$ cat src/rtl/assert_macros.svh
// ----------------------------------------------------------------------------
// Assertion macros
// Concurrent assertion wrappers on clk with synchronous active-low reset.
// ----------------------------------------------------------------------------
`ifndef ASSERT_MACROS_SVH
`define ASSERT_MACROS_SVH

`ifndef NO_ASSERTIONS
// property must hold at every clock edge outside reset
`define TGD_ASSERT(lbl, prop, msg) \
  lbl: assert property (@(posedge clk) disable iff (!rst_n) prop) else $error(msg);
// expression must never be true outside reset
`define TGD_ASSERT_NEVER(lbl, expr, msg) \
  lbl: assert property (@(posedge clk) disable iff (!rst_n) !(expr)) else $error(msg);
`else
`define TGD_ASSERT(lbl, prop, msg)
`define TGD_ASSERT_NEVER(lbl, expr, msg)
`endif

`endif

$ cat src/rtl/tgd_pkg.sv
// ----------------------------------------------------------------------------
// tgd_pkg
// Shared widths, register codes, types and limits of the tilt gesture detector.
// ----------------------------------------------------------------------------
package tgd_pkg;

  // field and state widths
  localparam int ANG_W      = 15;
  localparam int ACC_W      = 21;
  localparam int CNT_W      = 9;
  localparam int THR_W      = 14;
  localparam int SET_W      = 8;
  localparam int CFG_IDX_W  = 3;
  localparam int CFG_DATA_W = 14;

  localparam int AVG_SAMPLES_DEF = 50;

  // configuration register indexes
  localparam logic [CFG_IDX_W-1:0] CFG_ENTER  = 3'd0;
  localparam logic [CFG_IDX_W-1:0] CFG_EXIT   = 3'd1;
  localparam logic [CFG_IDX_W-1:0] CFG_SETTLE = 3'd2;
  localparam logic [CFG_IDX_W-1:0] CFG_INV_RL = 3'd3;
  localparam logic [CFG_IDX_W-1:0] CFG_INV_PT = 3'd4;

  // register reset values (20 and 10 degrees in 1/64 degree)
  localparam logic [THR_W-1:0] ENTER_RST  = 14'd1280;
  localparam logic [THR_W-1:0] EXIT_RST   = 14'd640;
  localparam logic [SET_W-1:0] SETTLE_RST = 8'd20;
  localparam logic             INV_RL_RST = 1'b1;
  localparam logic             INV_PT_RST = 1'b0;

  // angle limits
  localparam logic signed [ANG_W-1:0] ANG_HI = {1'b0, {(ANG_W-1){1'b1}}};
  localparam logic signed [ANG_W-1:0] ANG_LO = {1'b1, {(ANG_W-1){1'b0}}};

  // axis direction state and event code share one encoding
  typedef enum logic [1:0] {
    TILT_NONE = 2'd0,
    TILT_POS  = 2'd1,
    TILT_NEG  = 2'd2
  } tilt_t;

  // per-sample control shared by both axis lanes
  typedef struct packed {
    logic clear;    // recalibrate request on this sample
    logic accum;    // add sample into the average
    logic detect;   // run the hysteresis compare
    logic finish;   // sample completes calibration
    logic div_mul;  // centre scaling, multiply step
    logic div_fin;  // centre scaling, write step
  } lane_ctrl_t;

  // one result as held in the output register
  typedef struct packed {
    tilt_t roll_ev;
    tilt_t pitch_ev;
    logic  calibrating;
    logic  cal_done;
  } result_t;

endpackage

$ cat src/rtl/tgd_if.sv
// ----------------------------------------------------------------------------
// tgd_if
// Valid/ready channels for angle samples and gesture results.
// ----------------------------------------------------------------------------
interface tgd_in_if;
  import tgd_pkg::*;
  logic                    valid;
  logic                    ready;
  logic signed [ANG_W-1:0] roll_angle;
  logic signed [ANG_W-1:0] pitch_angle;
  logic                    recalibrate;

  modport source (output valid, roll_angle, pitch_angle, recalibrate, input ready);
  modport sink   (input valid, roll_angle, pitch_angle, recalibrate, output ready);
endinterface

interface tgd_out_if;
  logic       valid;
  logic       ready;
  logic [1:0] roll_event;
  logic [1:0] pitch_event;
  logic       calibrating;
  logic       calibration_done;

  modport source (output valid, roll_event, pitch_event, calibrating, calibration_done,
                  input ready);
  modport sink   (input valid, roll_event, pitch_event, calibrating, calibration_done,
                  output ready);
endinterface

$ cat src/rtl/tgd_cal_ctrl.sv
// ----------------------------------------------------------------------------
// tgd_cal_ctrl
// Calibration sequencer: settle/average sample count and lane control.
// ----------------------------------------------------------------------------
module tgd_cal_ctrl import tgd_pkg::*; #(
  parameter int AVG_SAMPLES = AVG_SAMPLES_DEF
) (
  input  logic             clk,
  input  logic             rst_n,
  input  logic             take,
  input  logic             recal,
  input  logic [SET_W-1:0] settle,
  output lane_ctrl_t       ctrl,
  output logic             busy,
  output logic             cal_after,
  output logic             cal_done
);

  localparam logic [CNT_W-1:0] AVG_CNT = CNT_W'(AVG_SAMPLES);

  logic             cal_r, cal_nxt;
  logic [CNT_W-1:0] cnt_r, cnt_nxt;
  logic             div1_r, div2_r;

  logic             cal_eff;
  logic [CNT_W-1:0] cnt_eff;
  logic [CNT_W-1:0] cnt_inc;
  logic [CNT_W-1:0] limit;
  logic             finish_c;
  logic             accum_c;

  // a recalibrate request restarts the sequence before the sample is used
  always_comb begin
    cal_eff  = recal | cal_r;
    cnt_eff  = recal ? '0 : cnt_r;
    cnt_inc  = cnt_eff + CNT_W'(1);
    limit    = CNT_W'(settle) + AVG_CNT;
    accum_c  = cal_eff & (cnt_eff >= CNT_W'(settle));
    finish_c = cal_eff & (cnt_inc >= limit);
  end

  // next sequencer state
  always_comb begin
    cal_nxt = cal_r;
    cnt_nxt = cnt_r;
    if (take && cal_eff) begin
      cnt_nxt = cnt_inc;
      cal_nxt = !finish_c;
    end
  end

  always_ff @(posedge clk) begin
    if (!rst_n) begin
      cal_r  <= 1'b1;
      cnt_r  <= '0;
      div1_r <= 1'b0;
      div2_r <= 1'b0;
    end else begin
      cal_r  <= cal_nxt;
      cnt_r  <= cnt_nxt;
      div1_r <= take & finish_c;
      div2_r <= div1_r;
    end
  end

  // lane control for this sample
  always_comb begin
    ctrl.clear   = take & recal;
    ctrl.accum   = take & accum_c;
    ctrl.detect  = take & !cal_eff;
    ctrl.finish  = take & finish_c;
    ctrl.div_mul = div1_r;
    ctrl.div_fin = div2_r;
  end

  assign busy      = div1_r | div2_r;
  assign cal_after = cal_eff & !finish_c;
  assign cal_done  = finish_c;

endmodule

$ cat src/rtl/tgd_lane.sv
// ----------------------------------------------------------------------------
// tgd_lane
// One axis: inversion, calibration sum, centre scaling and hysteresis.
// ----------------------------------------------------------------------------
module tgd_lane import tgd_pkg::*; #(
  parameter int AVG_SAMPLES = AVG_SAMPLES_DEF
) (
  input  logic                    clk,
  input  logic                    rst_n,
  input  lane_ctrl_t              ctrl,
  input  logic signed [ANG_W-1:0] angle,
  input  logic                    invert,
  input  logic [THR_W-1:0]        enter_thr,
  input  logic [THR_W-1:0]        exit_thr,
  output tilt_t                   tilt_ev
);

  // reciprocal of the sample count, exact for any accumulator magnitude
  localparam int DIV_SHIFT = ACC_W + $clog2(AVG_SAMPLES);
  localparam int REC_W     = ACC_W + 1;
  localparam int PROD_W    = DIV_SHIFT + ACC_W;
  localparam int RECIP     = (2**DIV_SHIFT + AVG_SAMPLES - 1) / AVG_SAMPLES;
  localparam logic [REC_W-1:0] RECIP_V = REC_W'(RECIP);

  localparam int REL_W = ANG_W + 2;

  localparam logic signed [ACC_W-1:0] ACC_HI = {1'b0, {(ACC_W-1){1'b1}}};
  localparam logic signed [ACC_W-1:0] ACC_LO = {1'b1, {(ACC_W-1){1'b0}}};

  logic signed [ACC_W-1:0] accum_r, accum_nxt;
  logic signed [ANG_W-1:0] centre_r, centre_nxt;
  tilt_t                   dir_r, dir_nxt;
  logic [PROD_W-1:0]       prod_r;
  logic                    neg_r;

  logic signed [ANG_W-1:0] ang_use;
  logic signed [ACC_W-1:0] base;
  logic signed [ACC_W:0]   sum;
  logic [ACC_W-1:0]        mag;
  logic [ACC_W-1:0]        quo;
  logic signed [ACC_W:0]   quo_s;
  logic signed [REL_W-1:0] rel;
  logic signed [REL_W-1:0] rel_mag;
  logic signed [REL_W-1:0] en_s;
  logic signed [REL_W-1:0] ex_s;

  // optional negation, most negative code saturates
  always_comb begin
    if (!invert)
      ang_use = angle;
    else if (angle == ANG_LO)
      ang_use = ANG_HI;
    else
      ang_use = -angle;
  end

  // saturating calibration sum
  always_comb begin
    base      = ctrl.clear ? '0 : accum_r;
    sum       = (ACC_W+1)'(base) + (ACC_W+1)'(ang_use);
    accum_nxt = accum_r;
    if (ctrl.accum) begin
      if (sum > (ACC_W+1)'(ACC_HI))
        accum_nxt = ACC_HI;
      else if (sum < (ACC_W+1)'(ACC_LO))
        accum_nxt = ACC_LO;
      else
        accum_nxt = ACC_W'(sum);
    end else if (ctrl.clear) begin
      accum_nxt = '0;
    end
  end

  // centre scaling: multiply magnitude by reciprocal, then shift and sign
  assign mag = accum_r[ACC_W-1] ? ACC_W'(-accum_r) : ACC_W'(accum_r);

  always_comb begin
    quo        = prod_r[DIV_SHIFT +: ACC_W];
    quo_s      = neg_r ? -signed'({1'b0, quo}) : signed'({1'b0, quo});
    centre_nxt = centre_r;
    if (ctrl.div_fin) begin
      if (quo_s > (ACC_W+1)'(ANG_HI))
        centre_nxt = ANG_HI;
      else if (quo_s < (ACC_W+1)'(ANG_LO))
        centre_nxt = ANG_LO;
      else
        centre_nxt = ANG_W'(quo_s);
    end
  end

  // hysteresis detector on angle relative to centre
  always_comb begin
    rel     = REL_W'(ang_use) - REL_W'(centre_r);
    rel_mag = (rel < 0) ? -rel : rel;
    en_s    = signed'(REL_W'(enter_thr));
    ex_s    = signed'(REL_W'(exit_thr));
    dir_nxt = dir_r;
    tilt_ev = TILT_NONE;
    if (ctrl.finish) begin
      dir_nxt = TILT_NONE;
    end else if (ctrl.detect) begin
      if (dir_r == TILT_NONE) begin
        if (rel > en_s) begin
          dir_nxt = TILT_POS;
          tilt_ev = TILT_POS;
        end else if (rel < -en_s) begin
          dir_nxt = TILT_NEG;
          tilt_ev = TILT_NEG;
        end
      end else if (rel_mag < ex_s) begin
        dir_nxt = TILT_NONE;
      end
    end
  end

  always_ff @(posedge clk) begin
    if (!rst_n) begin
      accum_r  <= '0;
      centre_r <= '0;
      dir_r    <= TILT_NONE;
    end else begin
      accum_r  <= accum_nxt;
      centre_r <= centre_nxt;
      dir_r    <= dir_nxt;
    end
  end

  // product register, no reset needed
  always_ff @(posedge clk) begin
    if (ctrl.div_mul) begin
      prod_r <= PROD_W'(mag) * PROD_W'(RECIP_V);
      neg_r  <= accum_r[ACC_W-1];
    end
  end

endmodule

$ cat src/rtl/tgd_merge.sv
// ----------------------------------------------------------------------------
// tgd_merge
// Combines lane events and calibration status into the output register.
// ----------------------------------------------------------------------------
module tgd_merge import tgd_pkg::*; (
  input  logic    clk,
  input  logic    rst_n,
  input  logic    take,
  input  tilt_t   roll_ev,
  input  tilt_t   pitch_ev,
  input  logic    cal_after,
  input  logic    cal_done,
  input  logic    out_ready,
  output logic    slot_free,
  output logic    out_valid,
  output result_t out_res
);

  logic    valid_r, valid_nxt;
  result_t res_r;

  // register frees when empty or being drained this cycle
  assign slot_free = !valid_r || out_ready;

  always_comb begin
    valid_nxt = valid_r;
    if (take)
      valid_nxt = 1'b1;
    else if (out_ready)
      valid_nxt = 1'b0;
  end

  always_ff @(posedge clk) begin
    if (!rst_n)
      valid_r <= 1'b0;
    else
      valid_r <= valid_nxt;
  end

  // payload
  always_ff @(posedge clk) begin
    if (take) begin
      res_r.roll_ev     <= roll_ev;
      res_r.pitch_ev    <= pitch_ev;
      res_r.calibrating <= cal_after;
      res_r.cal_done    <= cal_done;
    end
  end

  assign out_valid = valid_r;
  assign out_res   = res_r;

endmodule

$ cat src/rtl/tilt_gesture_detector.sv
// ----------------------------------------------------------------------------
// tilt_gesture_detector
// Two-axis tilt gesture detector with auto-calibrated centre and hysteresis.
// ----------------------------------------------------------------------------
// Usage:
//   in_ch carries one roll/pitch sample (signed, 1/64 degree) and a
//   recalibrate flag per request; out_ch returns exactly one result request
//   per sample: roll/pitch events, calibrating and calibration_done.
//   cfg_we/cfg_index/cfg_wdata write the thresholds, settle count and the
//   per-axis inversion; write only while the block is idle.
// Flow:
//   A result is valid the cycle after its sample is accepted. One sample per
//   cycle is taken while the output register can drain; the sample completing
//   calibration holds in_ch.ready low while the averaged centre is scaled
//   (reciprocal multiply cycle, then shift/saturate and centre write).
// Reset:
//   Registers return to their defaults and calibration starts at once:
//   settle samples are skipped, then AVG_SAMPLES samples are averaged.
// Stall:
//   One output register; in_ch.ready follows out_ch.ready whenever the
//   register is full, so no result is dropped and inputs hold off.
// ----------------------------------------------------------------------------
`include "assert_macros.svh"

module tilt_gesture_detector import tgd_pkg::*; #(
  parameter int AVG_SAMPLES = AVG_SAMPLES_DEF
) (
  input  logic                  clk,
  input  logic                  rst_n,
  tgd_in_if.sink                in_ch,
  tgd_out_if.source             out_ch,
  input  logic                  cfg_we,
  input  logic [CFG_IDX_W-1:0]  cfg_index,
  input  logic [CFG_DATA_W-1:0] cfg_wdata
);

  logic [THR_W-1:0] enter_r, enter_nxt;
  logic [THR_W-1:0] exit_r, exit_nxt;
  logic [SET_W-1:0] settle_r, settle_nxt;
  logic             inv_rl_r, inv_rl_nxt;
  logic             inv_pt_r, inv_pt_nxt;

  lane_ctrl_t lane_ctrl;
  logic       busy;
  logic       slot_free;
  logic       in_acc;
  logic       cal_after;
  logic       cal_done;
  tilt_t      roll_ev;
  tilt_t      pitch_ev;
  result_t    out_res;

  // configuration register decode
  always_comb begin
    enter_nxt  = enter_r;
    exit_nxt   = exit_r;
    settle_nxt = settle_r;
    inv_rl_nxt = inv_rl_r;
    inv_pt_nxt = inv_pt_r;
    if (cfg_we) begin
      unique case (cfg_index)
        CFG_ENTER:  enter_nxt  = cfg_wdata[THR_W-1:0];
        CFG_EXIT:   exit_nxt   = cfg_wdata[THR_W-1:0];
        CFG_SETTLE: settle_nxt = cfg_wdata[SET_W-1:0];
        CFG_INV_RL: inv_rl_nxt = cfg_wdata[0];
        CFG_INV_PT: inv_pt_nxt = cfg_wdata[0];
        default: ;
      endcase
    end
  end

  always_ff @(posedge clk) begin
    if (!rst_n) begin
      enter_r  <= ENTER_RST;
      exit_r   <= EXIT_RST;
      settle_r <= SETTLE_RST;
      inv_rl_r <= INV_RL_RST;
      inv_pt_r <= INV_PT_RST;
    end else begin
      enter_r  <= enter_nxt;
      exit_r   <= exit_nxt;
      settle_r <= settle_nxt;
      inv_rl_r <= inv_rl_nxt;
      inv_pt_r <= inv_pt_nxt;
    end
  end

  // input handshake
  assign in_ch.ready = slot_free & !busy;
  assign in_acc      = in_ch.valid & in_ch.ready;

  // calibration sequencer
  tgd_cal_ctrl #(
    .AVG_SAMPLES (AVG_SAMPLES)
  ) u_cal (
    .clk       (clk),
    .rst_n     (rst_n),
    .take      (in_acc),
    .recal     (in_ch.recalibrate),
    .settle    (settle_r),
    .ctrl      (lane_ctrl),
    .busy      (busy),
    .cal_after (cal_after),
    .cal_done  (cal_done)
  );

  // axis lanes
  tgd_lane #(
    .AVG_SAMPLES (AVG_SAMPLES)
  ) u_roll (
    .clk       (clk),
    .rst_n     (rst_n),
    .ctrl      (lane_ctrl),
    .angle     (in_ch.roll_angle),
    .invert    (inv_rl_r),
    .enter_thr (enter_r),
    .exit_thr  (exit_r),
    .tilt_ev   (roll_ev)
  );

  tgd_lane #(
    .AVG_SAMPLES (AVG_SAMPLES)
  ) u_pitch (
    .clk       (clk),
    .rst_n     (rst_n),
    .ctrl      (lane_ctrl),
    .angle     (in_ch.pitch_angle),
    .invert    (inv_pt_r),
    .enter_thr (enter_r),
    .exit_thr  (exit_r),
    .tilt_ev   (pitch_ev)
  );

  // result merge and output register
  tgd_merge u_merge (
    .clk       (clk),
    .rst_n     (rst_n),
    .take      (in_acc),
    .roll_ev   (roll_ev),
    .pitch_ev  (pitch_ev),
    .cal_after (cal_after),
    .cal_done  (cal_done),
    .out_ready (out_ch.ready),
    .slot_free (slot_free),
    .out_valid (out_ch.valid),
    .out_res   (out_res)
  );

  assign out_ch.roll_event       = out_res.roll_ev;
  assign out_ch.pitch_event      = out_res.pitch_ev;
  assign out_ch.calibrating      = out_res.calibrating;
  assign out_ch.calibration_done = out_res.cal_done;

  // checks
  `TGD_ASSERT(a_centre_pause, lane_ctrl.finish |=> !in_acc ##1 !in_acc, "sample taken during centre scaling")
  `TGD_ASSERT(a_scale_seq, lane_ctrl.finish |=> lane_ctrl.div_mul ##1 lane_ctrl.div_fin, "centre scaling out of step")
  `TGD_ASSERT(a_cal_quiet, out_ch.valid && (out_ch.calibrating || out_ch.calibration_done) |-> out_ch.roll_event == TILT_NONE && out_ch.pitch_event == TILT_NONE, "event during calibration")
  `TGD_ASSERT_NEVER(a_done_excl, out_ch.valid && out_ch.calibration_done && out_ch.calibrating, "done while still calibrating")

endmodule

$ cat src/flat_wrapper.sv
// flat-port wrapper written by rule: the top's interface ports become plain ports
module tilt_gesture_detector_flat import tgd_pkg::*;
#(
  parameter int AVG_SAMPLES = AVG_SAMPLES_DEF
)
  (clk, rst_n, cfg_we, cfg_index, cfg_wdata, in_ch_valid, in_ch_roll_angle, in_ch_pitch_angle, in_ch_recalibrate, in_ch_ready, out_ch_valid, out_ch_roll_event, out_ch_pitch_event, out_ch_calibrating, out_ch_calibration_done, out_ch_ready);
  tgd_in_if in_ch_i ();
  tgd_out_if out_ch_i ();
  input  logic clk;
  input  logic rst_n;
  input  logic cfg_we;
  input  logic [CFG_IDX_W-1:0] cfg_index;
  input  logic [CFG_DATA_W-1:0] cfg_wdata;
  input wire logic [$bits(in_ch_i.valid)-1:0] in_ch_valid;
  input wire logic [$bits(in_ch_i.roll_angle)-1:0] in_ch_roll_angle;
  input wire logic [$bits(in_ch_i.pitch_angle)-1:0] in_ch_pitch_angle;
  input wire logic [$bits(in_ch_i.recalibrate)-1:0] in_ch_recalibrate;
  output wire logic [$bits(in_ch_i.ready)-1:0] in_ch_ready;
  output wire logic [$bits(out_ch_i.valid)-1:0] out_ch_valid;
  output wire logic [$bits(out_ch_i.roll_event)-1:0] out_ch_roll_event;
  output wire logic [$bits(out_ch_i.pitch_event)-1:0] out_ch_pitch_event;
  output wire logic [$bits(out_ch_i.calibrating)-1:0] out_ch_calibrating;
  output wire logic [$bits(out_ch_i.calibration_done)-1:0] out_ch_calibration_done;
  input wire logic [$bits(out_ch_i.ready)-1:0] out_ch_ready;
  assign in_ch_i.valid = in_ch_valid;
  assign in_ch_i.roll_angle = in_ch_roll_angle;
  assign in_ch_i.pitch_angle = in_ch_pitch_angle;
  assign in_ch_i.recalibrate = in_ch_recalibrate;
  assign in_ch_ready = in_ch_i.ready;
  assign out_ch_valid = out_ch_i.valid;
  assign out_ch_roll_event = out_ch_i.roll_event;
  assign out_ch_pitch_event = out_ch_i.pitch_event;
  assign out_ch_calibrating = out_ch_i.calibrating;
  assign out_ch_calibration_done = out_ch_i.calibration_done;
  assign out_ch_i.ready = out_ch_ready;
  tilt_gesture_detector #(.AVG_SAMPLES(AVG_SAMPLES)) u_core (.clk(clk), .rst_n(rst_n), .in_ch(in_ch_i), .out_ch(out_ch_i), .cfg_we(cfg_we), .cfg_index(cfg_index), .cfg_wdata(cfg_wdata));
endmodule
$ cat config.mk
export PLATFORM = sky130hd
export DESIGN_NAME = tilt_gesture_detector_flat
export DESIGN_NICKNAME = d
export VERILOG_FILES = /design/src/rtl/tgd_pkg.sv /design/src/rtl/tgd_if.sv /design/src/rtl/tgd_cal_ctrl.sv /design/src/rtl/tgd_lane.sv /design/src/rtl/tgd_merge.sv /design/src/rtl/tilt_gesture_detector.sv /design/src/flat_wrapper.sv
export VERILOG_INCLUDE_DIRS = /design/src /design/src/rtl
export SDC_FILE = /design/constraint.sdc
export NUM_CORES = 2
export LEC_CHECK = 0
export BUFFER_PORTS_ARGS = -buffer_cell sky130_fd_sc_hd__buf_2
export CORE_ASPECT_RATIO = 0.75
export CORE_UTILIZATION = 47
export DETAILED_ROUTE_END_ITERATION = 6
export PLACE_DENSITY = 0.64
export SETUP_SLACK_MARGIN = 0.5
export SYNTH_ARGS = -nofsm -noshare
export SYNTH_HDL_FRONTEND = slang
export SYNTH_HIERARCHICAL = 1
export SYNTH_SLANG_ARGS = --single-unit
$ cat constraint.sdc
create_clock -name clk -period 14.2 [get_ports clk]
set_input_delay 2.84 -clock clk [delete_from_list [all_inputs] [get_ports clk]]
set_output_delay 2.84 -clock clk [all_outputs]
set_load 0.02 [all_outputs]
**Yosys cells after proc, flatten, opt, wreduce, memory -nomap -nowiden**

Index checks and enable logic that the tools add are counted.

- Add/subtract/negate cells: 15
- Multipliers: 2
- $lt $le $gt $ge: 18
- Eq/ne operators: 8
- Multiplexer cells: 37
- Bitwise operators: 15
- Reduce and logical (&&, ||, !) cells: 24

Operators by type and width:

| operator | number |
|---|---|
| $mux 21 | 10 |
| $mux 15 | 8 |
| $mul 21x22->43 const B | 2 |
| $add 21x15->22 | 2 |
| $gt 22x15->1 const B | 2 |
| $gt 22x21->1 const B | 2 |
| $lt 22x15->1 const B | 2 |
| $lt 22x21->1 const B | 2 |
| $mux 22 | 2 |
| $neg 16->22 | 2 |
| $neg 21->21 | 2 |
| $lt 16x17->1 | 2 |
| $lt 17x15->1 | 2 |
| $mux 17 | 2 |
| $neg 16->17 | 2 |
| $gt 16x15->1 | 2 |
| $lt 16x1->1 const B | 2 |
| $sub 15x15->16 | 2 |
| $eq 15x15->1 const B | 2 |
| $neg 15->15 | 2 |
| $mux 2 | 10 |
| $neg 14->17 | 1 |
| $reduce_and 2->1 | 5 |
| $add 8x6->9 const B | 1 |
| 22 further kinds | 48 |

- Register bits: 221
- Bits of input ports: 53
- Logic and storage cells: 145

**Longest topological paths before layout**

- Depth in word-level cells: 11
- Depth in mapped cells: 33
- Gate-level depth less buffers: 33

**By module**

Netlist, hierarchy kept.

By module, submodules not included:

| module | instances | cells each | area each (µm²) | sequential area each (µm²) |
|---|---|---|---|---|
| tgd_lane at u_core.u_roll | 1 | 1597 | 13934.6 | 1271.2 |
| tgd_lane at u_core.u_pitch | 1 | 1548 | 13823.3 | 1271.2 |
| tilt_gesture_detector | 1 | 153 | 1532.7 | 760.7 |
| tgd_cal_ctrl | 1 | 155 | 1232.4 | 240.2 |
| tgd_merge | 1 | 10 | 229.0 | 200.2 |

**Least setup slack after synthesis**

Ideal clock, no wire load.

- Path type: input to register
- Start point: input port in_ch_roll_angle[0]
- End point: register u_core.u_roll.dir_r[1]
- Data arrival time: 8683 ps
- Slack: 5381 ps
- Cell stages on the path: 32
- Cells stage by stage: inv_1 -> ha_1 -> nand2_1 -> or3_1 -> or3_1 -> or3_1 -> nor4_1 -> buf_2 -> nor2_1 -> a21oi_1 -> ha_1 -> nor2b_1 -> o31ai_1 -> a211o_1 -> a21boi_1 -> o31a_1 -> or4b_1 -> o21a_1 -> buf_2 -> nor2_1 -> a21oi_1 -> ha_1 -> a21boi_0 -> o21a_1 -> o21ai_0 -> a21oi_1 -> o211ai_1 -> a21oi_1 -> a211o_1 -> a31o_2 -> nor4_1 -> o22ai_1

- Longest elaborated chain between the ends: 9

Ends and longest elaborated chain:

| what | line | RTL |
|---|---|---|
| from (decl) | flat_wrapper.sv:15 | `input wire logic [$bits(in_ch_i.roll_angle)-1:0] in_ch_roll_angle;` |
| $neg 15->15 / $eq 15x15->1 (equally long branches) | tgd_lane.sv:54, tgd_lane.sv:51 |  |
| $mux 15 | tgd_lane.sv:51 | `else if (angle == ANG_LO)` |
| $mux 15 (*) | tgd_lane.sv:49 | `if (!invert)` |
| $sub 15x15->16 (*) | tgd_lane.sv:93 | `rel = REL_W'(ang_use) - REL_W'(centre_r);` |
| $neg 16->17 / $lt 16x1->1 (equally long branches) | tgd_lane.sv:94 | `rel_mag = (rel < 0) ? -rel : rel;` |
| $mux 17 | tgd_lane.sv:94 |  |
| $lt 17x15->1 | tgd_lane.sv:110 | `end else if (rel_mag < ex_s) begin` |
| $reduce_bool 2->1 (no line) | -- |  |
| $reduce_and 3->1 (no line) | -- |  |
| to (signal assigned) | tgd_lane.sv:124 | `dir_r <= dir_nxt;` |
| to (decl) | tgd_lane.sv:32 | `tilt_t dir_r, dir_nxt;` |

Every way passes the cells marked *; elsewhere a longest branch is shown, timed or not.
A chain may end at the register's enable or synchronous reset.

**Worst setup path after layout**

- Start point: input port in_ch_pitch_angle[0]
- End point: register u_core.u_pitch.dir_r[0]

- Longest elaborated chain between the ends: 9

Ends and longest elaborated chain:

| what | line | RTL |
|---|---|---|
| from (decl) | flat_wrapper.sv:16 | `input wire logic [$bits(in_ch_i.pitch_angle)-1:0] in_ch_pitch_angle;` |
| $neg 15->15 / $eq 15x15->1 (equally long branches) | tgd_lane.sv:54, tgd_lane.sv:51 |  |
| $mux 15 | tgd_lane.sv:51 |  |
| $mux 15 (*) | tgd_lane.sv:49 |  |
| $sub 15x15->16 (*) | tgd_lane.sv:93 |  |
| $neg 16->17 / $lt 16x1->1 (equally long branches) | tgd_lane.sv:94 |  |
| $mux 17 | tgd_lane.sv:94 |  |
| $lt 17x15->1 | tgd_lane.sv:110 |  |
| $reduce_bool 2->1 (no line) | -- |  |
| $reduce_and 3->1 (no line) | -- |  |
| to (signal assigned) | tgd_lane.sv:124 |  |
| to (decl) | tgd_lane.sv:32 |  |

Marked as above.

==> run metrics <==
share of cells above drive strength 1=0.0532; synth warn=6; Final Skew=approximately 11 ps; drt pass-1 iters=6; GR Layer Usage met1=0.355; CP max stage delay=roughly 460 ps; Worst EP required=14520 ps; CTS tree=yes; Total Power=between 0.002 and 0.0025 W; worst slew pin tran=between 1000 and 1500 ps; Syn Nets=between 4k and 5k; Sum Neg Setup Slack=0 ps; Post-layout nets=about 4.5k; clock latency on the worst-skew pair=~450 ps; global-route wire length before repair=between 100000 and 150000 µm; kind of critical path=primary input to register; syn_area_per_cell=8.88 µm²; minimum clock period=9350 ps; setup slack after layout=around 4800 ps; met3 Track Usage GR=0.0428; pin count of the biggest net entering global routing=72; via count of the first global-routing pass=about 23k; final hold vios=0; RD Place Congestion=roughly 0.94; Num CTS Buffers=17; Fill cells=between 6k and 7k; Synth Flop Type=dfxtp_1; Fin Hold WS=~460 ps; Max Clk Rate=about 110 MHz; port bufs=60; Hold Path Class=register to register; final slew viol count=0; Post-Syn Area=a little over 0.03 mm²; H-tree Lvls=4; part of the Yosys area used for sequential elements=0.122; post_cts resized=0; Worst-path clk slew=60 ps; Synth cell types=100; core area=between 0.06 and 0.07 mm²; Root Buffer=clkbuf_16; unrepaired setup endpoints after global routing=false; gr busiest metal=met1; Worst Hold Path Cells=2; routed via count=roughly 24k; hpwl dp=roughly 64000 µm; Peak VDD IR=0.0808 mV; CP Data Arrival Time=just under 10000 ps; Post-Syn Instances=3463; EDFF count, synth=40; Die W=297 µm; ys async rst share=0; R2R cell count=28; I/O Pins=just over 60; worst slack, placed=about 4600 ps; Worst setup EP type=register; met2 usage=0.334; Max-Cap Viols=0; Vias/cell=about 5.4; Hold-fix buffers, CTS=0; Final setup viols=0; outcome=complete, no violations; Static Leak=between 15 and 20 nW; clk sink count=167; #FFs+latches synth=roughly 170; n_diodes=0; Rows=80; initial antenna violation count=1; # Post-CTS Setup Buffers=0; Layout area overhead=6.12%; height of the die=approximately 220 µm; Starting Density=0.479; Power Density=around 61 mW/mm²; post-DR wirelength/cell=between 15 and 20 µm; global route overflow=0; crit share post-route=0.659; gr usage total=0.229; commonest non-fill, non-tap cell in the layout=inv_1; Slew headroom=0.170; Post-DRT Antenna Nets=0; die area=0.0665 mm²; Clock Path Buffers=2; crit path max fanout=15; most frequent cells in the layout=666 x inv_1, 594 x ha_1, 316 x fa_1, 201 x nand2_1, 167 x o21ai_0; Setup crit start kind=primary input; drt drc=0; Iteration-0 DRC Markers=between 1.5k and 2k; CP max-delay cell=nor4_4; Total Routed Length=74900 µm
-- synthesized netlist by cell type, types with 8 or more instances --
| master | number | area share |
|---|---|---|
| and3_1 | 18 | 0.0037 |
| or3_1 | 32 | 0.0065 |
| fa_1 | 316 | 0.21 |
| o41ai_1 | 12 | 0.0034 |
| o31ai_1 | 29 | 0.0071 |
| mux2i_1 | 41 | 0.013 |
| a21o_1 | 49 | 0.012 |
| ha_1 | 594 | 0.24 |
| inv_1 | 666 | 0.081 |
| nand3_1 | 37 | 0.0060 |
| edfxtp_1 | 40 | 0.039 |
| buf_2 | 12 | 0.0020 |
| nor3_1 | 44 | 0.0072 |
| o211ai_1 | 9 | 0.0022 |
| and2_1 | 18 | 0.0037 |
| o221a_2 | 16 | 0.0059 |
| or4_1 | 12 | 0.0029 |
| nand2_1 | 201 | 0.025 |
| o21ai_1 | 33 | 0.0054 |
| xnor2_1 | 150 | 0.043 |
| nand2b_1 | 33 | 0.0067 |
| clkbuf_1 | 49 | 0.0060 |
| dfxtp_1 | 127 | 0.083 |
| nor2b_1 | 94 | 0.019 |
| o31a_1 | 8 | 0.0023 |
| a221o_1 | 10 | 0.0033 |
| or2_2 | 16 | 0.0033 |
| o21ai_0 | 168 | 0.027 |
| nor3b_1 | 8 | 0.0020 |
| nor2_1 | 143 | 0.017 |
| nand4b_1 | 8 | 0.0023 |
| nor4_1 | 12 | 0.0024 |
| a211oi_1 | 14 | 0.0034 |
| nand4_1 | 27 | 0.0055 |
| a31oi_1 | 25 | 0.0051 |
| a21oi_1 | 153 | 0.025 |
| o21a_1 | 38 | 0.0093 |
| xor2_1 | 62 | 0.018 |
| a21boi_0 | 8 | 0.0020 |
-- through the flow --
stage	cells	cell area [µm²]	utilization
6_report	4373	32600	0.509
5_1_grt	4373	32600	0.509
4_1_cts	4373	32600	0.509
3_5_place_dp	4341	32000	0.499
3_3_place_gp	4341	32000	0.499
2_1_floorplan	3463	30800	-
-- worst paths after layout --
path / from / to / slack, ps
max: in_ch_pitch_angle[0] / u_core/u_pitch/dir_r[0] / 4850
min: u_core/u_pitch/dir_r[1] / u_core/u_pitch/dir_r[1] / 460
max reg2reg: u_core/u_roll/accum_r[0] / u_core/u_roll/prod_r[39] / 5080
min reg2reg: u_core/u_pitch/dir_r[1] / u_core/u_pitch/dir_r[1] / 460
-- layer usage --
layer  vias up  share of wire
met2       580           0.41
met3        42          0.065
met5         -              0
met4         0         0.0071
li1      11700              -
met1     11200           0.52
-- registers in the layout, indices dropped and copies added (netlist names), 2 cells and up --
signal / flops
u_core/u_pitch/accum_r: 21
u_core/u_roll/accum_r: 21
u_core/u_pitch/prod_r: 16
u_core/u_roll/prod_r: 16
u_core/u_pitch/centre_r: 15
u_core/u_roll/centre_r: 15
u_core/enter_r: 14
u_core/exit_r: 14
u_core/u_cal/cnt_r: 9
u_core/settle_r: 8
u_core/u_merge/out_res: 6
u_core/u_pitch/dir_r: 2
u_core/u_roll/dir_r: 2
-- kinds of logic after synthesis --
logic type               Yosys count  synth area share
adder cells (fa/ha/maj)          914             0.449
AND/OR/NAND/NOR                  737             0.125
buffers and inverters            736            0.0912
AO/OA/AOI/OAI                    655             0.139
XOR/XNOR                         212            0.0604
flip-flops                       167             0.122
multiplexers                      42            0.0137
-- worst max-delay path: cells and delay by family --
family | cells | cell delay (ps)
simple gates | 11 | 3200
compound gates | 13 | 2090
fa+ha+maj | 3 | 820
buf+inv | 4 | 570
xor+xnor | 1 | 150
-- layout make-up --
class	count	area, µm²	share of cell area
Multi-Input combinational cell	2560	24200	0.742
Sequential cell	167	3740	0.115
Inverter	669	2510	0.0769
Tap cell	861	1080	0.0330
Timing Repair Buffer	84	483	0.0148
Clock buffer	20	479	0.0147
Clock inverter	12	126	0.00387
-- power breakdown --
group / switching, W / internal [W]
clock: 0.000222 / 0.000268
sequential: 0.0000139 / 0.000500
combinational: 0.000592 / 0.000404
total: 0.000829 / 0.00117
Power figures use the tool's default switching activity.
